**src/hw/rtl/rgcd_pkg.sv**
```systemverilog
package rgcd_pkg;

  // Default operand width of the block.
  localparam int unsigned VALUE_BITS_DEF = 31;

  // Sequencer of the shared binary GCD unit.
  typedef enum logic [1:0] {
    CORE_IDLE,
    CORE_STEP,
    CORE_SHIFT
  } rgcd_core_e;

  // Top level control: waiting for a transaction, waiting for the unit,
  // or holding a finished sequence result until the output slot is free.
  typedef enum logic [1:0] {
    TOP_IDLE,
    TOP_CALC,
    TOP_HOLD
  } rgcd_top_e;

  // Status that the GCD unit reports to its controller.
  typedef struct packed {
    logic busy;
    logic done;
  } rgcd_stat_t;

endpackage

```
**src/hw/rtl/rgcd_core.sv**
```systemverilog
module rgcd_core import rgcd_pkg::*; #(
  parameter int unsigned VALUE_BITS = VALUE_BITS_DEF
) (
  input  logic                  clk_i,
  input  logic                  rst_ni,
  input  logic                  start_i,
  input  logic [VALUE_BITS-1:0] a_i,
  input  logic [VALUE_BITS-1:0] b_i,
  output rgcd_stat_t            stat_o,
  output logic [VALUE_BITS-1:0] result_o
);

  localparam int unsigned KW = $clog2(VALUE_BITS);

  rgcd_core_e            state_q, state_d;
  logic [VALUE_BITS-1:0] a_q, a_d;
  logic [VALUE_BITS-1:0] b_q, b_d;
  logic [KW-1:0]         k_q, k_d;
  logic [VALUE_BITS-1:0] res_q, res_d;
  logic                  done_q, done_d;

  always_ff @(posedge clk_i or negedge rst_ni) begin
    if (!rst_ni) begin
      state_q <= CORE_IDLE;
      done_q  <= 1'b0;
    end else begin
      state_q <= state_d;
      done_q  <= done_d;
    end
  end

  always_ff @(posedge clk_i) begin
    a_q   <= a_d;
    b_q   <= b_d;
    k_q   <= k_d;
    res_q <= res_d;
  end

  // Binary GCD: strip common factors of two into k, drop single factors
  // of two, subtract the smaller odd operand from the larger one.
  always_comb begin
    state_d = state_q;
    a_d     = a_q;
    b_d     = b_q;
    k_d     = k_q;
    res_d   = res_q;
    done_d  = 1'b0;
    case (state_q)
      CORE_IDLE: begin
        if (start_i) begin
          a_d     = a_i;
          b_d     = b_i;
          k_d     = '0;
          state_d = CORE_STEP;
        end
      end
      CORE_STEP: begin
        if (a_q == '0) begin
          a_d     = b_q;
          state_d = CORE_SHIFT;
        end else if (b_q == '0) begin
          state_d = CORE_SHIFT;
        end else if (!a_q[0] && !b_q[0]) begin
          a_d = a_q >> 1;
          b_d = b_q >> 1;
          k_d = k_q + KW'(1);
        end else if (!a_q[0]) begin
          a_d = a_q >> 1;
        end else if (!b_q[0]) begin
          b_d = b_q >> 1;
        end else if (a_q >= b_q) begin
          a_d = a_q - b_q;
        end else begin
          b_d = b_q - a_q;
        end
      end
      CORE_SHIFT: begin
        res_d   = a_q << k_q;
        done_d  = 1'b1;
        state_d = CORE_IDLE;
      end
      default: state_d = CORE_IDLE;
    endcase
  end

  assign stat_o.busy = (state_q != CORE_IDLE);
  assign stat_o.done = done_q;
  assign result_o    = res_q;

endmodule

```
**src/hw/rtl/running_gcd_of_sequence.sv**
```systemverilog
// Running greatest common divisor over a sequence of unsigned integers.
//
// Input channel (in_valid_i / in_ready_o): one transaction carries one
// element value_i and the flag last_element_i that marks the end of a
// sequence. Output channel (out_valid_o / out_ready_i): one transaction
// carries gcd_result_o, the GCD of every element of the sequence that just
// ended. Only the last element of a sequence produces an output transaction.
//
// Each element is folded into the running value by one shared binary GCD
// unit that takes one shift or one subtract per cycle. How long an element
// takes from acceptance until the block is ready again is set by the step
// count of the subtract/shift loop, so it is shortest when the running value
// or the element is zero. The block accepts no new element while the unit
// works.
//
// Reset clears the running value to zero and empties the output register.
// A finished result waits in the output register while the receiver stalls,
// and the next sequence may already start meanwhile. Only when a second
// result finishes while the first still waits does the block hold off its
// input until the output register frees.
module running_gcd_of_sequence import rgcd_pkg::*; #(
  parameter int unsigned VALUE_BITS = VALUE_BITS_DEF
) (
  input  logic                  clk_i,
  input  logic                  rst_ni,
  input  logic                  in_valid_i,
  output logic                  in_ready_o,
  input  logic [VALUE_BITS-1:0] value_i,
  input  logic                  last_element_i,
  output logic                  out_valid_o,
  input  logic                  out_ready_i,
  output logic [VALUE_BITS-1:0] gcd_result_o
);

  rgcd_top_e             state_q, state_d;
  logic [VALUE_BITS-1:0] running_q, running_d;
  logic                  last_q, last_d;
  logic                  out_valid_q, out_valid_d;
  logic [VALUE_BITS-1:0] out_data_q, out_data_d;
  logic                  start;
  rgcd_stat_t            core_stat;
  logic [VALUE_BITS-1:0] core_result;
  logic                  out_free;

  rgcd_core #(
    .VALUE_BITS(VALUE_BITS)
  ) u_core (
    .clk_i   (clk_i),
    .rst_ni  (rst_ni),
    .start_i (start),
    .a_i     (running_q),
    .b_i     (value_i),
    .stat_o  (core_stat),
    .result_o(core_result)
  );

  always_ff @(posedge clk_i or negedge rst_ni) begin
    if (!rst_ni) begin
      state_q     <= TOP_IDLE;
      running_q   <= '0;
      out_valid_q <= 1'b0;
    end else begin
      state_q     <= state_d;
      running_q   <= running_d;
      out_valid_q <= out_valid_d;
    end
  end

  always_ff @(posedge clk_i) begin
    last_q     <= last_d;
    out_data_q <= out_data_d;
  end

  // The output register can take a new result when it is empty or when its
  // current transaction completes in this cycle.
  assign out_free = !out_valid_q || out_ready_i;

  always_comb begin
    state_d     = state_q;
    running_d   = running_q;
    last_d      = last_q;
    out_data_d  = out_data_q;
    out_valid_d = out_valid_q && !out_ready_i;
    start       = 1'b0;
    in_ready_o  = 1'b0;
    case (state_q)
      TOP_IDLE: begin
        in_ready_o = !core_stat.busy;
        if (in_valid_i && !core_stat.busy) begin
          start   = 1'b1;
          last_d  = last_element_i;
          state_d = TOP_CALC;
        end
      end
      TOP_CALC: begin
        if (core_stat.done) begin
          if (!last_q) begin
            // Middle of a sequence: the result becomes the running value.
            running_d = core_result;
            state_d   = TOP_IDLE;
          end else if (out_free) begin
            out_data_d  = core_result;
            out_valid_d = 1'b1;
            running_d   = '0;
            state_d     = TOP_IDLE;
          end else begin
            state_d = TOP_HOLD;
          end
        end
      end
      TOP_HOLD: begin
        // The unit keeps its result stable until the next start.
        if (out_free) begin
          out_data_d  = core_result;
          out_valid_d = 1'b1;
          running_d   = '0;
          state_d     = TOP_IDLE;
        end
      end
      default: state_d = TOP_IDLE;
    endcase
  end

  assign out_valid_o  = out_valid_q;
  assign gcd_result_o = out_data_q;

endmodule

```
**config.mk**
```make
export PLATFORM = sky130hd
export DESIGN_NAME = running_gcd_of_sequence
export DESIGN_NICKNAME = d
export VERILOG_FILES = /design/src/hw/rtl/rgcd_pkg.sv /design/src/hw/rtl/rgcd_core.sv /design/src/hw/rtl/running_gcd_of_sequence.sv
export SDC_FILE = /design/constraint.sdc
export NUM_CORES = 1
export LEC_CHECK = 0
export BUFFER_PORTS_ARGS = -buffer_cell sky130_fd_sc_hd__buf_2
export CORE_ASPECT_RATIO = 1.2
export CORE_MARGIN = 2
export CORE_UTILIZATION = 62
export DETAILED_ROUTE_END_ITERATION = 7
export PLACE_DENSITY = 0.89
export SETUP_SLACK_MARGIN = 0.2
export SLEW_MARGIN = 10
export SYNTH_ARGS = -nofsm -noshare
export SYNTH_HDL_FRONTEND = slang
export SYNTH_SLANG_ARGS = --single-unit
```
**constraint.sdc**
```tcl
create_clock -name clk_i -period 4.5 [get_ports clk_i]
set_clock_uncertainty 0.1 [all_clocks]
set_input_delay 0.45 -clock clk_i [delete_from_list [all_inputs] [get_ports clk_i]]
set_output_delay 0.45 -clock clk_i [all_outputs]
set_load 0.01 [all_outputs]
```
---- Word level (Yosys, flattened, before mapping) ----
Cells that the tools add are included.
storage, ports and cells
  bits in registers ....................... 167
  output and inout port bits .............. 33
  word-level logic and storage cells ...... 109
  input bits .............................. 36
operators by class
  reductions and logical operators ........ 26
  shift operators ......................... 1
  multiplexer cells ....................... 47
  $lt $le $gt $ge ......................... 1
  add/sub/neg operators ................... 3
  eq/ne operators ......................... 18
operator list
  operator                                                         number
  31-bit 2-to-1 mux                                                20
  31-bit case mux with 2 select lines                              4
  31-bit zero test                                                 2
  31-bit subtractor                                                2
  31-bit >= comparator                                             1
  31-bit by 5-bit << shifter with 31-bit output                    1
  5-bit 2-to-1 mux                                                 4
  2-bit 2-to-1 mux                                                 8
  5-bit AND reduction                                              3
  2-bit != test, second input constant                             6
  5-bit != test, second input constant                             2
  5-bit case mux with 2 select lines                               1
  3-bit AND reduction                                              3
  1-bit 2-to-1 mux                                                 7
  3-bit by 1-bit != test with 1-bit output, second input constant  2
  2-bit case mux with 3 select lines                               1
  2-bit AND reduction                                              3
  6-bit AND reduction                                              1
  2-bit nonzero test                                               3
  5-bit by 1-bit adder with 5-bit output, second input constant    1
  1-bit zero test                                                  5
  2-bit by 1-bit == test with 1-bit output, second input constant  2
  2-bit == test, second input constant                             2
  2-bit zero test                                                  2
  other kinds (7)                                                  10

---- Longest topological paths before layout ----
Gate-level depths: netlist of run 1.
  depth after elaboration ................. 8
  depth in mapped cells ................... 13
  gate-level depth less buffers ........... 13

---- By module ----
Synthesis of run 1 repeated with hierarchy kept, for this count alone.
unflattened totals
  cell total of the unflattened synthesis .. 1270
  area total of the unflattened synthesis .. 11921.4 sq um
by module, submodules not included
  module                   instances  area each (sq um)  sequential area each (sq um)  cells each
  rgcd_core                1          9570.4             3017.9                        1138
  running_gcd_of_sequence  1          2351.0             1811.7                        132

---- Worst setup path before layout of run 1 ----
OpenSTA, ideal clock, no wires.
  kind .................................... register -> register
  start ................................... register u_core.a_q[10]
  end ..................................... register u_core.a_q[10] (enable)
  clock period less this slack ............ 3.934 ns
  buffers on the path ..................... 1
  library setup time ...................... 0.420 ns
  cell stages (with the launch flop) ...... 10
  required time ........................... 3.980 ns
  path slack .............................. 0.566 ns
  data arrival time ....................... 3.414 ns
  cell sequence ........................... edfxtp_1 > ha_1 > clkbuf_1 > and3_1 > nand2_1 > a211oi_1 > o21ai_0 > nand2_1 > a211oi_1 > nor2b_1
between the ends
  cells in the longest elaborated chain, start to end .. 3
  elaborated cells between the ends (all ways) .. 6
  classes of those cells .................. 1 x order compare; 3 x eq/ne; 2 x reduce/logical
RTL lines
  element                                                                                            RTL line                          text
  start, declared                                                                                    rgcd_core.sv:16                   logic [VALUE_BITS-1:0] a_q, a_d;
  start signal, assigned                                                                             rgcd_core.sv:33                   a_q <= a_d;
  31-bit >= comparator / 31-bit zero test (equally long branches)                                    rgcd_core.sv:71, rgcd_core.sv:58
  5-bit != test (no source line) / 3-bit by 2-bit != test with 1-bit output (equally long branches)  --
  5-bit AND reduction (no source line) *                                                             --
Mark *: on every way between the ends. The rest lies on a longest branch, timed or not.
A chain may end at the register's enable or synchronous reset.

---- Worst setup path after layout of run 1 ----
  start ................................... register u_core.b_q[16]
  end ..................................... register u_core.a_q[26], data pin
between the ends
  cells in the longest elaborated chain, start to end .. 8
RTL lines
  element                              RTL line         text
  start, declared                      rgcd_core.sv:17  logic [VALUE_BITS-1:0] b_q, b_d;
  start signal, assigned               rgcd_core.sv:34  b_q <= b_d;
  31-bit subtractor                    rgcd_core.sv:72  a_d = a_q - b_q;
  31-bit 2-to-1 mux                    rgcd_core.sv:71  end else if (a_q >= b_q) begin
  31-bit 2-to-1 mux                    rgcd_core.sv:69  end else if (!b_q[0]) begin
  31-bit 2-to-1 mux                    rgcd_core.sv:67  end else if (!a_q[0]) begin
  31-bit 2-to-1 mux                    rgcd_core.sv:63  end else if (!a_q[0] && !b_q[0]) begin
  31-bit 2-to-1 mux                    rgcd_core.sv:61  end else if (b_q == '0) begin
  31-bit 2-to-1 mux                    rgcd_core.sv:58  if (a_q == '0) begin
  31-bit case mux with 2 select lines  rgcd_core.sv:48  case (state_q)
  named net u_core.a_d[26]             rgcd_core.sv:16
The timed path passes the listed nets, and every way through them passes these cells. The select of a mux whose other input is x is not followed.

==> results of run 1 <==
-- registers in the layout, summed over array words and instances, names as in the netlist --
register,flops
gcd_result_o,31
last_q,1
out_valid_o,1
running_q,31
state_q,2
u_core.a_q,31
u_core.b_q,31
u_core.done_q,1
u_core.k_q,5
u_core.result_o,31
u_core.state_q,2
-- critical path, cell delays in order (launching register included) --
cell and delay (ns):
sky130_fd_sc_hd__edfxtp_1 0.47, sky130_fd_sc_hd__inv_1 0.12, sky130_fd_sc_hd__ha_1 0.59, sky130_fd_sc_hd__nand4_1 0.35, sky130_fd_sc_hd__nor4_1 0.61, sky130_fd_sc_hd__o311ai_1 0.33, sky130_fd_sc_hd__nand4_1 0.24, sky130_fd_sc_hd__a311oi_1 0.15
sky130_fd_sc_hd__o21bai_1 0.19, sky130_fd_sc_hd__xor2_1 0.08, sky130_fd_sc_hd__a221oi_1 0.31, sky130_fd_sc_hd__a311oi_1 0.07
-- cell usage after synthesis (all sizes together) (29+ instances only) --
library cell and count:
nor2 128, ha 66, edfxtp 130, a21o 29, a221oi 36, a21oi 108, nand2 98, mux2i 35
o21ai 64, dfrtp 37, inv 86, clkbuf 67, a22o 31, xnor2 34
-- logic make-up after synthesis --
group           count (synthesis)
simple gates                  353
compound gates                407
mux                            51
xor+xnor                       52
flops                         167
buf+inv                       176
fa+ha+maj                      68
-- cells in the final DEF (no fill, tap or decap), types with 34 or more instances in the layout --
cell,n
sky130_fd_sc_hd__edfxtp_1,130
sky130_fd_sc_hd__o21ai_0,64
sky130_fd_sc_hd__nor2_1,127
sky130_fd_sc_hd__dfrtp_1,37
sky130_fd_sc_hd__nand2_1,98
sky130_fd_sc_hd__ha_1,66
sky130_fd_sc_hd__xnor2_1,34
sky130_fd_sc_hd__a221oi_1,35
sky130_fd_sc_hd__inv_1,84
sky130_fd_sc_hd__buf_2,68
sky130_fd_sc_hd__a21oi_1,107
sky130_fd_sc_hd__mux2i_1,35
-- final cells by class --
type                    instances  area [um2]
repair buffers                 95         543
fillers                      1520        5820
clock buffers                  17         425
inverters                      86         323
flip-flops and latches        167        4830
well taps                     256         320
clock inverters                15         186
multi-input cells             931        6410
-- routing by layer --
metal,part of all wire,up-vias,global-route usage
met4,0.042,0,0.151
met5,0,-,0
met2,0.47,653,0.570
met1,0.41,4870,0.477
li1,-,4798,-
met3,0.083,108,0.0487
-- stage by stage --
| step | utilization | hold WS, ns | instance area (um2) | setup slack [ns] | std cells |
|---|---|---|---|---|---|
| 2_1_floorplan | - | 0.0544 | 11900 | 0.566 | 1274 |
| 6_report | 0.691 | 0.0150 | 13000 | 0.612 | 1567 |
| 5_1_grt | 0.691 | 0.0832 | 13000 | 0.456 | 1567 |
| 3_3_place_gp | 0.659 | 0.334 | 12400 | 0.724 | 1535 |
| 4_1_cts | 0.691 | 0.0445 | 13000 | 0.663 | 1567 |
| 3_5_place_dp | 0.659 | 0.337 | 12400 | 0.665 | 1535 |
-- final timing paths --
| path | from | endpoint | slack, ns | depth (start not counted) |
|---|---|---|---|---|
| max | u_core.b_q[16] | u_core.a_q[26] | 0.61 | 11 |
| min | rst_ni | running_q[5] | 0.02 | 1 |
| max reg2reg | u_core.b_q[16] | u_core.a_q[26] | 0.61 | 11 |
| min reg2reg | u_core.result_o[4] | gcd_result_o[4] | 0.35 | 0 |
| max in group asynchronous | rst_ni | running_q[15] | 3.75 | 1 |
| min in group clk_i | last_element_i | last_q | 0.08 | 1 |
==> impl_metrics.yaml, run 1 <==
drt:
  final_routed_wire_length_divided_by_cell_count_um: 22.4
  antenna_left: 0
  first_pass_iters: 5
  drt-vias-per-instance: 6.66
  drcViolationCount: 0
  drt_wl_total_mm: 35.1
  first_iter_violations: 1349
  route.vias.total: 10400
cells_and_area:
  layout.nets: 1402
  diodes: 0
  layout-drive-gt1-share: 0.127
  areaGrowthSynthToFinish_pct: 9.69
cts:
  post_cts_resize_count: 0
  clk_path_buf_depth: 2
  h_tree_level_count: 4
  cts_hold_buffers: 0
  cts_setup_buffers: 0
  clk_root_buffer_cell: "sky130_fd_sc_hd__clkbuf_16"
  cts_tree: "done"
  clock_latency_ns: 0.44
  clock_sinks: 167
  cts-buffers-inserted: 17
  clk_pin_slew_ns: 0.07
placement:
  gp_congestion: 1.01
  port-buffer-count: 68
  place_hpwl_mm: 26.6
floorplanning:
  coreArea_um2: 18900
  overall_die_area_um2: 20300
  top_level_ports: 69
  initial_utilization: 0.630
  die_width_um: 130
  chipHeight_um: 156
  rows: 55
logic_synthesis:
  synthAdderAreaFrac: 0.0728
  synth-seq-cells: 167
  async_s_r_ff_share_synth: 0.222
  sequential_cell_area_fraction_in_the_yosys_report: 0.406
  synth-simple-area-share: 0.135
  yosys-top-cells-area: "sky130_fd_sc_hd__edfxtp_1, sky130_fd_sc_hd__dfrtp_1, sky130_fd_sc_hd__ha_1, sky130_fd_sc_hd__a21oi_1, sky130_fd_sc_hd__nor2_1"
  synth.area.mux_share: 0.0532
  synth_warnings: 0
  ys_types: 70
  syn-num-nets: 1378
  post_synthesis_xor_xnor_area_fraction: 0.0383
  avgSynthCellArea_um2: 9.33
  synthesis.area_um2: 11900
  synth_top_cell_area_share: 0.328
  ys.flop_type: "sky130_fd_sc_hd__edfxtp_1"
  synth-compound-area-share: 0.237
  synth_enable_flop_cells: 130
  dominant_combinational_cell_family_by_area_after_synthesis: "compound AO/OA/AOI/OAI gates"
  synthDominantAreaCellType: "sky130_fd_sc_hd__edfxtp_1"
  netlist_instances: 1274
timing:
  hold_viol: 0
  slew_headroom: 0.390
  final.setup.tns_ns: 0
  worst-slew-pin-transition_ns: 0.912
  upper_clock_frequency_limit_mhz: 257
  period_share: 0.864
  finalMaxSlewViolations: 0
  grt_setup_unrepaired: "no"
  finalWorstPathRequiredPeriod_ns: 3.89
  setup_viol_count_final: 0
global_routing:
  grt-ovfl-total: 0
  groute.usage.overall: 0.353
  first_pass_grt_wire_length_mm: 54.7
  first_global_vias: 9775
  antenna_found_initial: 0
  grt_max_degree: 43
worst_setup_path:
  timing.critical_path.to_type: "flop"
  path_max_fanout: 13
  arrival_ns: 3.95
  cp.required_ns: 4.56
  setup.worst_path.class: "reg -> reg"
  start_kind: "flop"
outcome:
  outcome: "finished, final reports clean"
hold_path:
  worst_hold_path_type: "in -> async"
job:
  number_of_maximum_capacitance_violations: 0
Power of run 1 is left out: the tool's default activity adds up to more than one toggle a clock period on the data nets, which glitch-free logic cannot reach.
==> run 2: changes to the inputs <==
--- a/config.mk
+++ b/config.mk
@@ -11,6 +11,7 @@
 export CORE_UTILIZATION = 62
 export DETAILED_ROUTE_END_ITERATION = 7
 export PLACE_DENSITY = 0.89
+export REMOVE_ABC_BUFFERS = 1
 export SETUP_SLACK_MARGIN = 0.2
 export SLEW_MARGIN = 10
 export SYNTH_ARGS = -nofsm -noshare
==> impl_metrics.yaml, run 2 (synthesized netlist as in run 1, its figures left out) <==
cts:
  clk_path_buf_depth: 2
  cts_hold_buffers: 0
  h_tree_level_count: 4
  clk_root_buffer_cell: "sky130_fd_sc_hd__clkbuf_16"
  post_cts_resize_count: 0
  clk_pin_slew_ns: 0.07
  clock_latency_ns: 0.45
  cts_setup_buffers: 0
  cts_tree: "done"
  cts-buffers-inserted: 17
  clock_sinks: 167
worst_setup_path:
  timing.critical_path.to_type: "flop"
  reg2regPathDepth: 10
  cp.required_ns: 4.63
  regToRegSetupSlack_ns: 0.36
  arrival_ns: 4.28
  start_kind: "flop"
  path_max_fanout: 26
  setup.worst_path.class: "reg -> reg"
global_routing:
  grt_max_degree: 48
  antenna_found_initial: 0
  grt-ovfl-total: 0
  first_pass_grt_wire_length_mm: 55.6
  groute.usage.overall: 0.362
  first_global_vias: 9793
drt:
  first_iter_violations: 1403
  drt-vias-per-instance: 6.68
  final_routed_wire_length_divided_by_cell_count_um: 22.8
  antenna_left: 0
  first_pass_iters: 6
  drt_wl_total_mm: 35.8
  route.vias.total: 10500
  drcViolationCount: 0
floorplanning:
  die_width_um: 130
  top_level_ports: 69
  chipHeight_um: 156
  initial_utilization: 0.630
  rows: 55
  coreArea_um2: 18900
  overall_die_area_um2: 20300
placement:
  port-buffer-count: 68
  gp_congestion: 1.06
  dpl_cell_area_um2: 12500
  place_hpwl_mm: 26.5
cells_and_area:
  areaGrowthSynthToFinish_pct: 9.85
  final_core_utilization: 0.692
  layout.cells.most_common: "sky130_fd_sc_hd__edfxtp_1"
  mostFrequentLayoutCells: "sky130_fd_sc_hd__edfxtp_1, sky130_fd_sc_hd__nor2_1, sky130_fd_sc_hd__a21oi_1"
  number_of_filler_cells_placed_in_the_layout: 1464
  diodes: 0
  area_used_by_multi_input_combinational_logic_um2: 6410
  layout.cell_area.non_filler_um2: 13100
  layout-drive-gt1-share: 0.130
  register_area_um2: 4830
  layout.nets: 1408
timing:
  slew_headroom: 0.369
  worst-slew-pin-transition_ns: 0.947
  hold_viol: 0
  finalMaxSlewViolations: 0
  grt_setup_unrepaired: "no"
  finalWorstPathRequiredPeriod_ns: 4.14
  upper_clock_frequency_limit_mhz: 241
  period_share: 0.921
  setup_viol_count_final: 0
outcome:
  outcome: "finished, final reports clean"
hold_path:
  worst_hold_path_type: "in -> async"
job:
  number_of_maximum_capacitance_violations: 0
==> run 2: routing by layer <==
layer | part of all wire | global-route usage | vias to the layer above
li1 | - | - | 4798
met1 | 0.41 | 0.509 | 4965
met2 | 0.45 | 0.551 | 634
met3 | 0.086 | 0.0487 | 112
met4 | 0.053 | 0.183 | 0
met5 | 0 | 0 | -
==> run 2: final timing paths <==
kind | startpoint | end
min reg2reg | u_core.result_o[12] | gcd_result_o[12]
max reg2reg | u_core.b_q[20] | u_core.a_q[9]
max | u_core.b_q[20] | u_core.a_q[9]
max in group asynchronous | rst_ni | running_q[16]
min | rst_ni | out_valid_o
min in group clk_i | last_element_i | last_q
==> run 2: final cells by class <==
| cell class | instances | share of cell area |
|---|---|---|
| Clock buffer | 18 | 0.0329 |
| Clock inverter | 14 | 0.0121 |
| Inverter | 86 | 0.0247 |
| Multi-Input combinational cell | 931 | 0.491 |
| Sequential cell | 167 | 0.370 |
| Tap cell | 256 | 0.0245 |
| Timing Repair Buffer | 101 | 0.0450 |
==> run 2: through the flow <==
step	hold WS (ns)	cells	setup TNS [ns]	setup slack [ns]
after floorplan	0.0544	1184	-19.35	-0.514
final	0.0195	1573	0	0.358
after CTS	0.0432	1573	0	0.552
after global routing	0.0839	1573	0	0.286
after detailed placement	0.336	1541	0	0.588
after global placement	0.333	1541	0	0.644
==> run 2: worst max-delay path, cell delays in order, from the launching register on <==
cell and delay [ns]:
sky130_fd_sc_hd__edfxtp_1 0.49, sky130_fd_sc_hd__inv_1 0.08, sky130_fd_sc_hd__ha_1 0.67, sky130_fd_sc_hd__nand4_1 0.33, sky130_fd_sc_hd__or2_2 0.38, sky130_fd_sc_hd__nor3_1 0.31, sky130_fd_sc_hd__o21ai_0 0.22, sky130_fd_sc_hd__a211oi_2 0.51
sky130_fd_sc_hd__buf_4 0.38, sky130_fd_sc_hd__a221oi_1 0.13, sky130_fd_sc_hd__a311oi_1 0.32
Power of run 2 is left out for the same reason.
